[src/hw/rtl/u8u16_pkg.sv]
// ----------------------------------------------------------------------------
// u8u16_pkg
// Shared types and constants for the UTF-8 to UTF-16 transcoder.
// ----------------------------------------------------------------------------
package u8u16_pkg;

    localparam logic [1:0] ERR_NONE     = 2'd0;
    localparam logic [1:0] ERR_LEAD     = 2'd1;
    localparam logic [1:0] ERR_CONT     = 2'd2;
    localparam logic [1:0] ERR_FULL     = 2'd3;

    localparam logic [7:0]  LEAD_MIN    = 8'hC2;
    localparam logic [7:0]  LEAD_MAX    = 8'hF4;
    localparam logic [7:0]  LEAD_3B     = 8'hE0;
    localparam logic [7:0]  LEAD_4B     = 8'hF0;
    localparam logic [7:0]  LEAD_ED     = 8'hED;
    localparam logic [7:0]  ED_MAX      = 8'h9F;
    localparam logic [7:0]  F4_MAX      = 8'h8F;
    localparam logic [7:0]  E0_MIN      = 8'hA0;
    localparam logic [7:0]  F0_MIN      = 8'h90;
    localparam logic [15:0] HI_SURR     = 16'hD800;
    localparam logic [15:0] LO_SURR     = 16'hDC00;
    localparam logic [20:0] SUPP_BASE   = 21'h10000;
    localparam logic [15:0] CAP_RESET   = 16'hFFFF;

    typedef struct packed {
        logic [15:0] code_unit;
        logic        last;
        logic [1:0]  error_code;
    } result_t;

    typedef struct packed {
        logic [1:0] cnt;
        result_t    r0;
        result_t    r1;
    } push_t;

endpackage

[src/hw/rtl/u8u16_if.sv]
// ----------------------------------------------------------------------------
// u8u16_if
// Valid/ready channels: UTF-8 byte beats in, UTF-16 result beats out.
// ----------------------------------------------------------------------------
interface u8u16_in_if;
    logic       valid;
    logic       ready;
    logic [7:0] in_byte;

    modport source (output valid, output in_byte, input ready);
    modport sink   (input valid, input in_byte, output ready);
endinterface

interface u8u16_out_if;
    logic        valid;
    logic        ready;
    logic [15:0] code_unit;
    logic        last;
    logic [1:0]  error_code;

    modport source (output valid, output code_unit, output last, output error_code,
                    input ready);
    modport sink   (input valid, input code_unit, input last, input error_code,
                    output ready);
endinterface

[src/hw/rtl/u8u16_decode.sv]
// ----------------------------------------------------------------------------
// u8u16_decode
// Byte register plus single-pass UTF-8 validate/decode; pushes 0-2 results.
// ----------------------------------------------------------------------------
module u8u16_decode (
    input  logic                  clk,
    input  logic                  rst_n,
    input  logic [15:0]           capacity,
    input  logic                  byte_valid,
    input  logic [7:0]            byte_data,
    output logic                  byte_ready,
    input  logic                  space_ok,
    output u8u16_pkg::push_t      push
);
    import u8u16_pkg::*;

    logic        bv_reg;
    logic [7:0]  b_reg;
    logic        advance;

    logic [1:0]  bytes_left_reg,    bytes_left_next;
    logic [20:0] partial_point_reg, partial_point_next;
    logic [7:0]  lead_held_reg,     lead_held_next;
    logic        first_follow_reg,  first_follow_next;
    logic [15:0] units_written_reg, units_written_next;
    logic        discarding_reg,    discarding_next;

    logic [15:0] limit;
    logic [16:0] units_plus2;
    logic        cont_ok;
    logic [20:0] pp_shift;
    logic [1:0]  bl_dec;
    logic [20:0] supp;
    logic        fail_en;
    logic [1:0]  fail_code;

    assign advance    = bv_reg && space_ok;
    assign byte_ready = !bv_reg || advance;

    always_ff @(posedge clk or negedge rst_n)
    begin
        if (!rst_n)
        begin
            bv_reg <= 1'b0;
        end
        else if (byte_ready)
        begin
            bv_reg <= byte_valid;
        end
    end

    always_ff @(posedge clk)
    begin
        if (byte_ready && byte_valid)
        begin
            b_reg <= byte_data;
        end
    end

    assign limit       = (capacity == 16'd0) ? 16'd0 : capacity - 16'd1;
    assign units_plus2 = {1'b0, units_written_reg} + 17'd2;
    assign pp_shift    = {partial_point_reg[14:0], b_reg[5:0]};
    assign bl_dec      = bytes_left_reg - 2'd1;
    assign supp        = pp_shift - SUPP_BASE;

    always_comb
    begin
        cont_ok = (b_reg[7:6] == 2'b10);
        if (first_follow_reg)
        begin
            if (lead_held_reg == LEAD_3B && b_reg < E0_MIN) cont_ok = 1'b0;
            if (lead_held_reg == LEAD_ED && b_reg > ED_MAX) cont_ok = 1'b0;
            if (lead_held_reg == LEAD_4B && b_reg < F0_MIN) cont_ok = 1'b0;
            if (lead_held_reg == LEAD_MAX && b_reg > F4_MAX) cont_ok = 1'b0;
        end
    end

    always_comb
    begin
        bytes_left_next    = bytes_left_reg;
        partial_point_next = partial_point_reg;
        lead_held_next     = lead_held_reg;
        first_follow_next  = first_follow_reg;
        units_written_next = units_written_reg;
        discarding_next    = discarding_reg;
        fail_en            = 1'b0;
        fail_code          = ERR_NONE;
        push               = '0;

        if (advance)
        begin
            if (discarding_reg)
            begin
                if (b_reg == 8'd0)
                begin
                    discarding_next = 1'b0;
                end
            end
            else if (bytes_left_reg == 2'd0)
            begin
                if (b_reg == 8'd0)
                begin
                    bytes_left_next    = 2'd0;
                    partial_point_next = '0;
                    lead_held_next     = '0;
                    first_follow_next  = 1'b0;
                    units_written_next = '0;
                    push.cnt           = 2'd1;
                    push.r0.last       = 1'b1;
                end
                else if (units_written_reg >= limit)
                begin
                    fail_en   = 1'b1;
                    fail_code = ERR_FULL;
                end
                else if (!b_reg[7])
                begin
                    units_written_next = units_written_reg + 16'd1;
                    push.cnt           = 2'd1;
                    push.r0.code_unit  = {8'd0, b_reg};
                end
                else if (b_reg < LEAD_MIN || b_reg > LEAD_MAX)
                begin
                    fail_en   = 1'b1;
                    fail_code = ERR_LEAD;
                end
                else
                begin
                    lead_held_next    = b_reg;
                    first_follow_next = 1'b1;
                    if (b_reg < LEAD_3B)
                    begin
                        bytes_left_next    = 2'd1;
                        partial_point_next = {16'd0, b_reg[4:0]};
                    end
                    else if (b_reg < LEAD_4B)
                    begin
                        bytes_left_next    = 2'd2;
                        partial_point_next = {17'd0, b_reg[3:0]};
                    end
                    else
                    begin
                        bytes_left_next    = 2'd3;
                        partial_point_next = {18'd0, b_reg[2:0]};
                    end
                end
            end
            else if (!cont_ok)
            begin
                fail_en   = 1'b1;
                fail_code = ERR_CONT;
            end
            else
            begin
                first_follow_next  = 1'b0;
                partial_point_next = pp_shift;
                bytes_left_next    = bl_dec;
                if (bl_dec == 2'd0)
                begin
                    if (lead_held_reg < LEAD_4B)
                    begin
                        units_written_next = units_written_reg + 16'd1;
                        partial_point_next = '0;
                        lead_held_next     = '0;
                        push.cnt           = 2'd1;
                        push.r0.code_unit  = pp_shift[15:0];
                    end
                    else if (units_plus2 > {1'b0, limit})
                    begin
                        fail_en   = 1'b1;
                        fail_code = ERR_FULL;
                    end
                    else
                    begin
                        units_written_next = units_plus2[15:0];
                        partial_point_next = '0;
                        lead_held_next     = '0;
                        push.cnt           = 2'd2;
                        push.r0.code_unit  = HI_SURR | {6'd0, supp[19:10]};
                        push.r1.code_unit  = LO_SURR | {6'd0, supp[9:0]};
                    end
                end
            end

            if (fail_en)
            begin
                bytes_left_next     = 2'd0;
                partial_point_next  = '0;
                lead_held_next      = '0;
                first_follow_next   = 1'b0;
                units_written_next  = '0;
                discarding_next     = (b_reg != 8'd0);
                push                = '0;
                push.cnt            = 2'd1;
                push.r0.last        = 1'b1;
                push.r0.error_code  = fail_code;
            end
        end
    end

    always_ff @(posedge clk or negedge rst_n)
    begin
        if (!rst_n)
        begin
            bytes_left_reg    <= '0;
            partial_point_reg <= '0;
            lead_held_reg     <= '0;
            first_follow_reg  <= 1'b0;
            units_written_reg <= '0;
            discarding_reg    <= 1'b0;
        end
        else
        begin
            bytes_left_reg    <= bytes_left_next;
            partial_point_reg <= partial_point_next;
            lead_held_reg     <= lead_held_next;
            first_follow_reg  <= first_follow_next;
            units_written_reg <= units_written_next;
            discarding_reg    <= discarding_next;
        end
    end

endmodule

[src/hw/rtl/u8u16_outq.sv]
// ----------------------------------------------------------------------------
// u8u16_outq
// Four-entry result queue; takes up to two results a cycle, sends one beat.
// ----------------------------------------------------------------------------
module u8u16_outq (
    input  logic                  clk,
    input  logic                  rst_n,
    input  u8u16_pkg::push_t      push,
    output logic                  space_ok,
    output logic                  out_valid,
    input  logic                  out_ready,
    output u8u16_pkg::result_t    out_data
);
    import u8u16_pkg::*;

    result_t    q_reg [4];
    logic [1:0] wptr_reg;
    logic [1:0] rptr_reg;
    logic [2:0] count_reg;
    logic       pop;

    assign out_valid = (count_reg != 3'd0);
    assign out_data  = q_reg[rptr_reg];
    assign pop       = out_valid && out_ready;
    assign space_ok  = (count_reg <= 3'd2);

    always_ff @(posedge clk)
    begin
        if (push.cnt != 2'd0)
        begin
            q_reg[wptr_reg] <= push.r0;
        end
        if (push.cnt == 2'd2)
        begin
            q_reg[wptr_reg + 2'd1] <= push.r1;
        end
    end

    always_ff @(posedge clk or negedge rst_n)
    begin
        if (!rst_n)
        begin
            wptr_reg  <= '0;
            rptr_reg  <= '0;
            count_reg <= '0;
        end
        else
        begin
            wptr_reg  <= wptr_reg + push.cnt;
            rptr_reg  <= rptr_reg + {1'b0, pop};
            count_reg <= count_reg + {1'b0, push.cnt} - {2'd0, pop};
        end
    end

endmodule

[src/hw/rtl/utf8_to_utf16_transcoder.sv]
// ----------------------------------------------------------------------------
// utf8_to_utf16_transcoder
// Strict streaming UTF-8 to UTF-16 transcoder with output capacity check.
// ----------------------------------------------------------------------------
// Takes one UTF-8 byte beat per cycle while the result queue has room. Each
// byte sits in an input register while a single pass of decode logic
// validates it and produces zero, one or two UTF-16 units into a four-entry
// result queue, from which they are sent as result beats. Input stalls
// while the queue holds three or more results, whether or not the sink is
// draining. Write cfg_wr_data (capacity, terminator included) between strings.
module utf8_to_utf16_transcoder (
    input  logic           clk,
    input  logic           rst_n,
    input  logic           cfg_wr_en,
    input  logic [15:0]    cfg_wr_data,
    u8u16_in_if.sink       in_ch,
    u8u16_out_if.source    out_ch
);
    import u8u16_pkg::*;

    logic [15:0] capacity_reg;
    push_t       push;
    logic        space_ok;
    result_t     res;

    always_ff @(posedge clk or negedge rst_n)
    begin
        if (!rst_n)
        begin
            capacity_reg <= CAP_RESET;
        end
        else if (cfg_wr_en)
        begin
            capacity_reg <= cfg_wr_data;
        end
    end

    u8u16_decode u_decode (
        .clk        (clk),
        .rst_n      (rst_n),
        .capacity   (capacity_reg),
        .byte_valid (in_ch.valid),
        .byte_data  (in_ch.in_byte),
        .byte_ready (in_ch.ready),
        .space_ok   (space_ok),
        .push       (push)
    );

    u8u16_outq u_outq (
        .clk       (clk),
        .rst_n     (rst_n),
        .push      (push),
        .space_ok  (space_ok),
        .out_valid (out_ch.valid),
        .out_ready (out_ch.ready),
        .out_data  (res)
    );

    assign out_ch.code_unit  = res.code_unit;
    assign out_ch.last       = res.last;
    assign out_ch.error_code = res.error_code;

endmodule

[src/flat_wrapper.sv]
// flat-port wrapper written by rule: the top's interface ports become plain ports
module utf8_to_utf16_transcoder_flat import u8u16_pkg::*;
  (clk, rst_n, cfg_wr_en, cfg_wr_data, in_ch_valid, in_ch_in_byte, in_ch_ready, out_ch_valid, out_ch_code_unit, out_ch_last, out_ch_error_code, out_ch_ready);
  u8u16_in_if in_ch_i ();
  u8u16_out_if out_ch_i ();
  input  logic clk;
  input  logic rst_n;
  input  logic cfg_wr_en;
  input  logic [15:0] cfg_wr_data;
  input wire logic [$bits(in_ch_i.valid)-1:0] in_ch_valid;
  input wire logic [$bits(in_ch_i.in_byte)-1:0] in_ch_in_byte;
  output wire logic [$bits(in_ch_i.ready)-1:0] in_ch_ready;
  output wire logic [$bits(out_ch_i.valid)-1:0] out_ch_valid;
  output wire logic [$bits(out_ch_i.code_unit)-1:0] out_ch_code_unit;
  output wire logic [$bits(out_ch_i.last)-1:0] out_ch_last;
  output wire logic [$bits(out_ch_i.error_code)-1:0] out_ch_error_code;
  input wire logic [$bits(out_ch_i.ready)-1:0] out_ch_ready;
  assign in_ch_i.valid = in_ch_valid;
  assign in_ch_i.in_byte = in_ch_in_byte;
  assign in_ch_ready = in_ch_i.ready;
  assign out_ch_valid = out_ch_i.valid;
  assign out_ch_code_unit = out_ch_i.code_unit;
  assign out_ch_last = out_ch_i.last;
  assign out_ch_error_code = out_ch_i.error_code;
  assign out_ch_i.ready = out_ch_ready;
  utf8_to_utf16_transcoder u_core (.clk(clk), .rst_n(rst_n), .cfg_wr_en(cfg_wr_en), .cfg_wr_data(cfg_wr_data), .in_ch(in_ch_i), .out_ch(out_ch_i));
endmodule
[config.mk]
export PLATFORM = sky130hd
export DESIGN_NAME = utf8_to_utf16_transcoder_flat
export DESIGN_NICKNAME = d
export VERILOG_FILES = /design/src/hw/rtl/u8u16_pkg.sv /design/src/hw/rtl/u8u16_if.sv /design/src/hw/rtl/u8u16_decode.sv /design/src/hw/rtl/u8u16_outq.sv /design/src/hw/rtl/utf8_to_utf16_transcoder.sv /design/src/flat_wrapper.sv
export SDC_FILE = /design/constraint.sdc
export NUM_CORES = 1
export LEC_CHECK = 0
export ABC_CLOCK_PERIOD_IN_PS = 6100
export BUFFER_PORTS_ARGS = -buffer_cell sky130_fd_sc_hd__buf_2
export CORE_UTILIZATION = 27
export CTS_BUF_LIST = sky130_fd_sc_hd__clkbuf_4 sky130_fd_sc_hd__clkbuf_8
export DETAILED_ROUTE_END_ITERATION = 16
export PLACE_DENSITY = 0.48
export RECOVER_POWER = 100
export SLEW_MARGIN = 20
export SYNTH_ARGS = -nofsm -noshare
export SYNTH_HDL_FRONTEND = slang
export SYNTH_SLANG_ARGS = --single-unit
[constraint.sdc]
create_clock -name clk -period 6.1 [get_ports clk]
set_input_delay 0.305 -clock clk [delete_from_list [all_inputs] [get_ports clk]]
set_output_delay 0.305 -clock clk [all_outputs]
set_load 0.02 [all_outputs]
Yosys cells after proc, flatten, opt, wreduce, memory -nomap -nowiden
Memories as Yosys holds them, arrays and structs flattened.
Cells that the tools add are included.
{ "word_totals": {"ramBits": 76, "elab_cells": 175, "reg_bits": 74, "memories": 1, "latch_bits": 0, "in_bits": 29, "mem_bits_ro": 0, "output_inout_bits": 21} }
{ "op_classes": {"mul": 0, "muxes": 106, "n_bitwise": 0, "shifts": 0, "addsub": 10, "div": 0, "reduce_logical": 22, "eq_ne": 12, "order_cmp": 12} }
{ "mem_list": {"columns": ["memory", "depth", "width", "rd", "rd_ports_with_merged_regs", "wr", "line_no", "text"], "rows": [
  ["u_core.u_outq.q_reg", 4, 19, 1, 0, 2, "u8u16_outq.sv:16", "result_t q_reg [4];"]
]} }
{ "op_table": {"columns": ["cell", "count"], "rows": [
  ["two-way mux 16 bit", 18],
  ["two-way mux 14 bit", 11],
  ["two-way mux 18 bit", 5],
  ["two-way mux 8 bit", 11],
  ["two-way mux 40 bit", 2],
  ["less-than comparator 8 bit (second input constant)", 6],
  ["two-way mux 1 bit", 37],
  ["two-way mux 17 bit", 2],
  ["two-way mux 2 bit", 17],
  ["== test 8 bit (second input constant)", 4],
  ["greater-than comparator 8 bit (second input constant)", 3],
  ["!= test 4 x 3 -> 1 bit (second input constant)", 5],
  ["subtractor 20 x 17 -> 20 bit (second input constant)", 1],
  ["two-way mux 19 bit", 1],
  ["adder 16 x 2 -> 17 bit (second input constant)", 1],
  ["greater-than comparator 17 x 16 -> 1 bit", 1],
  ["adder 16 x 1 -> 16 bit (second input constant)", 1],
  [">= comparator 16 bit", 1],
  ["zero test 16 bit", 1],
  ["subtractor 16 x 1 -> 16 bit (second input constant)", 1],
  ["nonzero test 3 bit", 3],
  ["zero test 8 bit", 1],
  ["AND reduction 8 bit", 1],
  ["nonzero test 8 bit", 1],
  ["other kinds (18)", 27]
]} }

Longest topological paths before layout
Gate-level depths: netlist of run 1.
{ "depth": {"depth_word": 16, "ltp_mapped": 19, "ltp_nobuf": 19} }

Hierarchy
From an unflattened synthesis of run 1, not the netlist that was laid out.
{ "unflattened": {"cells_unflattened": 771, "area_unflattened_um2": 9297.7} }
{ "by_module_without_submodules": {"columns": ["module", "area_each_um2", "cells_per_inst", "seq_area_each_um2", "instances"], "rows": [
  ["u8u16_decode", 4423.0, 512, 1316.3, 1],
  ["u8u16_outq", 4205.3, 225, 2457.4, 1],
  ["utf8_to_utf16_transcoder", 669.4, 34, 420.4, 1]
]} }

Worst setup path before layout of run 1
OpenSTA, ideal clock, no wires.
{ "synth_timing": {"path_kind": "register to register", "start": "register u_core.u_decode.units_written_reg[2]", "end": "memory u_core.u_outq.q_reg[1][10] (netlist bit), enable pin", "path_buffers": 1, "path_slack_ns": 1.377, "setup_time_ns": 0.359, "stages_incl_launch_ff": 19, "arrival_ns": 4.364, "required_ns": 5.741, "period_less_slack_ns": 4.723, "cell_sequence": "dfrtp_1 ha_1 and3_1 nand3_1 nor2_1 nand3_1 or3_1 xnor2_1 ha_1 nand3_1 nor3_1 or3_1 o21ai_2 o41a_1 o31a_1 buf_2 nor3_1 nor2_1 inv_1"} }
{ "synth_rtl": {"columns": ["element", "line_no", "text"], "rows": [
  ["start: declaration", "u8u16_decode.sv:25", "logic [15:0] units_written_reg, units_written_next;"],
  ["start signal: assignment", "u8u16_decode.sv:218", "units_written_reg <= units_written_next;"],
  ["end: declaration", "u8u16_outq.sv:16", null]
]} }

==> results of run 1 <==
## logic make-up after synthesis
kind of cell,after synthesis,share of synthesized area (%)
simple gates,290,16.2
compound gates,212,16.0
flops,150,47.5
buf+inv,71,3.36
fa+ha+maj,42,6.28
mux,36,7.25
xor+xnor,33,3.41
## cells in the mapped netlist, drive strengths merged, types with 3 or more instances
master / number / area share, %
mux2i: 3 / 0.35
o22ai: 24 / 1.8
dfxtp: 16 / 3.8
a21oi: 39 / 2.3
and2: 5 / 0.37
a211oi: 5 / 0.50
edfxtp: 68 / 24
ha: 41 / 6.0
o2bb2ai: 12 / 1.2
or2: 6 / 0.44
and3: 3 / 0.22
clkbuf: 32 / 1.4
inv: 25 / 1.1
o21ai: 73 / 4.4
buf: 14 / 0.84
dfstp: 16 / 5.0
xnor2: 15 / 1.5
or4: 5 / 0.44
a31oi: 3 / 0.22
o31ai: 9 / 0.86
a22oi: 5 / 0.44
nand4: 14 / 1.0
mux2: 14 / 1.9
nand2: 111 / 4.9
or3: 7 / 0.58
xor2: 18 / 1.9
nand3: 36 / 2.2
nor3: 19 / 1.2
a21o: 6 / 0.53
nand2b: 4 / 0.29
dfrtp: 50 / 15
o211ai: 8 / 0.71
nor2b: 3 / 0.22
nor2: 57 / 2.6
o21a: 3 / 0.27
nor4: 11 / 0.96
mux4: 19 / 5.0
nand3b: 6 / 0.53
## through the flow
step	area [sq um]	hold WS, ps
floorplan	8490	9.41
global placement	9140	457
detailed placement	9140	451
CTS	9610	2.99
global route	9540	32.0
finish	9540	38.9
## worst paths after layout
| path | start | end | slack (ps) | depth (start not counted) |
|---|---|---|---|---|
| worst max-delay path | u_core.capacity_reg[9] | u_core.u_outq.q_reg[2][5] | 600 | 15 |
| worst min-delay path | cfg_wr_data[1] | u_core.capacity_reg[1] | 40 | 3 |
| worst max register to register | u_core.capacity_reg[9] | u_core.u_outq.q_reg[2][5] | 600 | 15 |
| worst min register to register | u_core.u_outq.q_reg[2][1] | u_core.u_outq.q_reg[2][1] | 450 | 2 |
| max in group asynchronous | rst_n | u_core.u_decode.units_written_reg[6] | 2720 | 2 |
| min in group asynchronous | rst_n | u_core.u_decode.units_written_reg[14] | 1270 | 2 |
## worst max-delay path, stage by stage, from the launching register on
cell and delay [ps]:
dfstp_1 420, or4_1 580, nor4_1 340, nand4_1 360
nand2_1 210, ha_1 260, a211oi_1 230, nor2_1 80
or4_1 500, nor4_2 370, nor2_2 180, nor3_2 360
inv_2 150, nor3_1 370, nor2_1 190, inv_1 510
## power breakdown
part / internal, W / leakage, nW / switching (W)
Sequential: 0.00121 / 1.58 / 0.000230
Clock: 0.000340 / 0.195 / 0.000434
Combinational: 0.000396 / 1.76 / 0.000516
## cell type report
class                      instances  share of cell area [%]
sequential                       150                    42.3
clock inverter                    14                    1.51
timing repair buffer              71                    3.94
multi-input combinational        613                    43.5
inverter                          25                   0.984
clock buffer                      18                    2.53
tap                              396                    5.20
## per-layer routing
metal	wire, um	vias to the layer above	track usage, %	share of wire, %
met3	759	21	2.86	3.5
li1	-	3199	-	-
met4	303	0	4.03	1.4
met5	0	-	0	0
met1	10200	3082	18.8	47
met2	10400	115	23.8	48
## timing repair
| item | in CTS | in global routing |
|---|---|---|
| endpoints found under the setup margin | 0 | 0 |
| hold buffers | 8 | 0 |
| hold endpoints to repair | 8 | 0 |
==> impl_metrics.csv, run 1 <==
group,metric,value,unit
worst_setup_path,worstSetupPathType,"reg -> reg",
routing,wl_per_cell,16.8,um
finish,num_antenna_cells,0,
worst_setup_path,cp.arrival,5600,ps
routing,postRouteWirelength,21600,um
routing,drc,6,
synthesis,async_reset_ff_share,44.0,%
outcome,status,"complete, but fails checks",
synthesis,syn_area,8490,sq um
synthesis,yosys_warnings,0,
pwr,powerDensity,328,nW/um^2
sta,rsz0062_at_grt,"no",
sta,worstMarginPinSlew,3820,ps
sta,fin_crit_sh,90.1,%
global_route,antenna_found_initial,0,
synthesis,synth.distinct_cells,75,
placement,portBuffers,49,
placement,dp_slack,591,ps
cts,insertion_delay,480,ps
floorplanning,row_count,64,
cts,postCtsSetupBuffers,0,
pwr,p_leak,3.53,nW
cts,h-tree-depth,4,
cts,cts.sinks,150,
worst_setup_path,path_max_fanout,15,
sta,hold_viol,0,
sta,slew_violations,67,
routing,viasPerCell,4.99,
sta,setup_viol,0,
sta,fmax,182,MHz
floorplanning,start_util,27.6,%
synthesis,synth_edf_count,68,
floorplanning,dieArea,32100,sq um
sta,clock_skew,17.8,ps
cts,cts_resized,0,
sta,slew_headroom,-154,%
synthesis,synthFlopType,"edfxtp_1",
cts,path_clk_slew,90,ps
sta,setup_slack,603,ps
finish,fin_cells,1287,
placement,dp.cells,1247,
floorplanning,core_region_area,30700,sq um
outcome,violations,"DRC, capacitance limit, slew limit",
finish,seq_area,4030,sq um
worst_setup_path,critPathRequiredTime,6200,ps
finish,drive_gt1_share,12.9,%
worst_setup_path,cp-start-kind,"register",
finish,largest_register_ff_count,76,
cts,cts-root-buf,"clkbuf_8",
worst_setup_path,worstSetupEndpointType,"register",
pwr,p_total,0.00313,W
routing,ant_nets,0,
floorplanning,dieWidth,179,um
routing,dr.pass1.iters,10,
synthesis,synth_fp_nets,905,
finish,multiInputGateArea,4150,sq um
synthesis,ys_seq_area_share,47.5,%
global_route,grt_pass1_wl,35200,um
run,maxCapViolCount,1,
synthesis,synthCells,834,
synthesis,synth.avg_cell_area,10.2,sq um
global_route,grt_max_degree,67,
finish,nets,949,
cts,max-clock-path-buffers,2,
finish,final_common_cell,"nand2_1",
finish,layout_common_cells,"nand2_1 (111), o21ai_0 (69), edfxtp_1 (68)",
sta,layout_min_cycle_time,5500,ps
cts,cts_tree,"built",
global_route,grt_usage,14.4,%
finish,final_util,31.0,%
routing,drt-initial-drc-count,424,
cts,cts_buffers,17,
synthesis,ys_seq_elements,150,
pwr,ir_drop,0.133,mV
placement,hpwlAfterDp,16000,um
finish,fillers,3209,
routing,vias,6417,
floorplanning,dieHeight,179,um
floorplanning,io_pins,50,
finish,area_delta_synth_final,12.4,%
global_route,globalRouteOverflowTotal,0,
global_route,grt_pass1_vias,6324,
placement,gp_congestion,0.793,
sta,timing.setup.tns,0,ps
hold_path,worstHoldPathType,"in -> reg",
Power figures use the tool's default switching activity.
==> inputs of run 2 (changes only) <==
--- a/config.mk
+++ b/config.mk
@@ -11,4 +11,5 @@
 export CTS_BUF_LIST = sky130_fd_sc_hd__clkbuf_4 sky130_fd_sc_hd__clkbuf_8
 export DETAILED_ROUTE_END_ITERATION = 16
+export MAX_ROUTING_LAYER = met4
 export PLACE_DENSITY = 0.48
 export RECOVER_POWER = 100
==> constraint.sdc (replaced) <==
create_clock -name clk -period 6.1 [get_ports clk]
set_input_delay 0.305 -clock clk [delete_from_list [all_inputs] [get_ports clk]]
set_output_delay 0.305 -clock clk [all_outputs]
set_load 0.05 [all_outputs]
==> impl_metrics.csv, run 2 (same netlist as run 1, synthesis figures left out) <==
group,metric,value,unit
outcome,status,"complete, but fails checks",
outcome,violations,"DRC, capacitance limit, slew limit",
global_route,grt_max_degree,67,
cts,max-clock-path-buffers,2,
cts,postCtsSetupBuffers,0,
worst_setup_path,rr_worst_depth,18,
finish,largest_register_ff_count,76,
sta,setup_viol,0,
global_route,antenna_found_initial,0,
finish,num_antenna_cells,0,
sta,setup_slack,616,ps
worst_setup_path,cp.arrival,5840,ps
pwr,p_leak,3.53,nW
floorplanning,dieArea,32100,sq um
routing,viasPerCell,5.00,
finish,final_cell_area,9540,sq um
cts,cts_tree,"built",
finish,area_delta_synth_final,12.4,%
sta,hold_viol,0,
pwr,ir_drop,0.134,mV
hold_path,worstHoldPathType,"in -> reg",
sta,timing.setup.tns,0,ps
hold_path,hold_start,"cfg_wr_data[1]",
floorplanning,io_pins,50,
sta,fin_crit_sh,89.9,%
worst_setup_path,critPathMostFrequentCell,"nand3_1",
sta,clock_skew,15.1,ps
routing,wl_per_cell,16.9,um
routing,drc,6,
worst_setup_path,worstSetupEndpointType,"register",
sta,worstMarginPinSlew,3830,ps
cts,cts-root-buf,"clkbuf_8",
floorplanning,core_region_area,30700,sq um
worst_setup_path,r2r-end,"u_core.u_outq.q_reg[1][2]",
placement,portBuffers,49,
global_route,grt_pass1_wl,35200,um
worst_setup_path,critPathRequiredTime,6450,ps
sta,rsz0062_at_grt,"no",
worst_setup_path,cp_top_family,"simple AND/OR/NAND/NOR gates",
floorplanning,dieWidth,179,um
global_route,grt_usage,14.7,%
routing,vias,6431,
floorplanning,row_count,64,
hold_path,hold_depth,3,
floorplanning,dieHeight,179,um
placement,dp_slack,591,ps
routing,ant_nets,0,
sta,holdWs,38.5,ps
routing,postRouteWirelength,21700,um
cts,insertion_delay,470,ps
placement,hpwlAfterDp,16000,um
sta,fmax,182,MHz
placement,placed_cell_area,9140,sq um
sta,slew_headroom,-155,%
cts,cts.sinks,150,
global_route,globalRouteOverflowTotal,0,
finish,drive_gt1_share,12.9,%
global_route,grt_pass1_vias,6342,
worst_setup_path,worstSetupPathType,"reg -> reg",
pwr,powerDensity,351,nW/um^2
worst_setup_path,critPathBufInv,1,
run,maxCapViolCount,1,
worst_setup_path,rr_startpoint,"u_core.u_decode.units_written_reg[2]",
worst_setup_path,path_max_fanout,14,
hold_path,min_to,"u_core.capacity_reg[1]",
sta,layout_min_cycle_time,5480,ps
worst_setup_path,ff2ff_setup_slack,620,ps
worst_setup_path,cp-start-kind,"register",
finish,nets,949,
worst_setup_path,critPathMaxStageDelay,550,ps
cts,h-tree-depth,4,
floorplanning,start_util,27.6,%
sta,slew_violations,67,
placement,gp_congestion,0.804,
finish,layout_common_cells,"nand2_1 (111), o21ai_0 (69), edfxtp_1 (68)",
routing,dr.pass1.iters,11,
placement,dp.cells,1247,
finish,final_common_cell,"nand2_1",
finish,fin_cells,1287,
cts,path_clk_slew,90,ps
cts,cts_buffers,17,
routing,drt-initial-drc-count,419,
worst_setup_path,cp_cell_sequence,"ha_1, and3_1, nand3_1, nor2_1, nand3_1, or3_1, xnor2_1, ha_1, nand3_1, nor3_1, or3_1, o21ai_2, o41a_1, o31ai_1, clkbuf_1, o211ai_1, o32ai_1, a21oi_1",
worst_setup_path,slowest_stage,"clkbuf_1",
finish,fillers,3209,
## run 2: cell counts in the layout (fill, tap and decap cells not counted)
Identical to the previous run, type by type.
## run 2: how the worst max path moves through the flow
stage                                               startpoint  slack, ps                          to  cells past startpoint
final                     u_core.u_decode.units_written_reg[2]        620   u_core.u_outq.q_reg[1][2]                     18
after global routing      u_core.u_decode.units_written_reg[2]         40   u_core.u_outq.q_reg[2][3]                     18
after CTS                               u_core.capacity_reg[9]        550   u_core.u_outq.q_reg[2][4]                     15
after detailed placement                u_core.capacity_reg[9]        590   u_core.u_outq.q_reg[2][4]                     15
after global placement                 u_core.capacity_reg[11]        770   u_core.u_outq.q_reg[2][4]                     15
after floorplan           u_core.u_decode.units_written_reg[2]       1380  u_core.u_outq.q_reg[1][10]                     18
## run 2: cell type report
cell class                 count  area [sq um]  share of cell area [%]
multi-input combinational    613          4150                    43.5
clock buffer                  18           241                    2.53
tap                          396           495                    5.20
clock inverter                14           144                    1.51
inverter                      25          93.8                   0.984
timing repair buffer          71           375                    3.94
sequential                   150          4030                    42.3
## run 2: timing repair
action,in CTS,in global routing
gates resized for setup,0,0
hold buffers,8,0
hold endpoints to repair,8,0
## run 2: report_power, final
group | internal [W] | leakage [nW] | switching (W)
logic | 0.000396 | 1.76 | 0.000735
clock network | 0.000340 | 0.195 | 0.000436
registers | 0.00121 | 1.58 | 0.000233
## run 2: metal layers
metal / wire (um) / vias to the layer above / track usage [%] / part of all wire, %
met4: 336 / 0 / 4.13 / 1.5
li1: - / 3200 / - / -
met2: 10300 / 115 / 23.8 / 47
met1: 10300 / 3090 / 18.9 / 48
met5: 0 / - / - / 0
met3: 716 / 26 / 2.65 / 3.3
## run 2: worst register-to-register path: stages, from the launching register on
cell,delay [ps]
dfrtp_1,460
ha_1,270
and3_1,230
nand3_1,170
nor2_1,300
nand3_1,230
or3_1,480
xnor2_1,160
ha_1,290
nand3_1,70
nor3_1,220
or3_1,160
o21ai_2,80
o41a_1,490
o31ai_1,480
clkbuf_1,550
o211ai_1,350
o32ai_1,310
a21oi_1,60
## run 2: per-stage QoR
stage	utilization, %	total power (W)
after global placement	29.7	0.00262
after global routing	31.0	0.00356
after CTS	31.2	0.00342
after detailed placement	29.7	0.00263
final	31.0	0.00335
after floorplan	-	0.00233
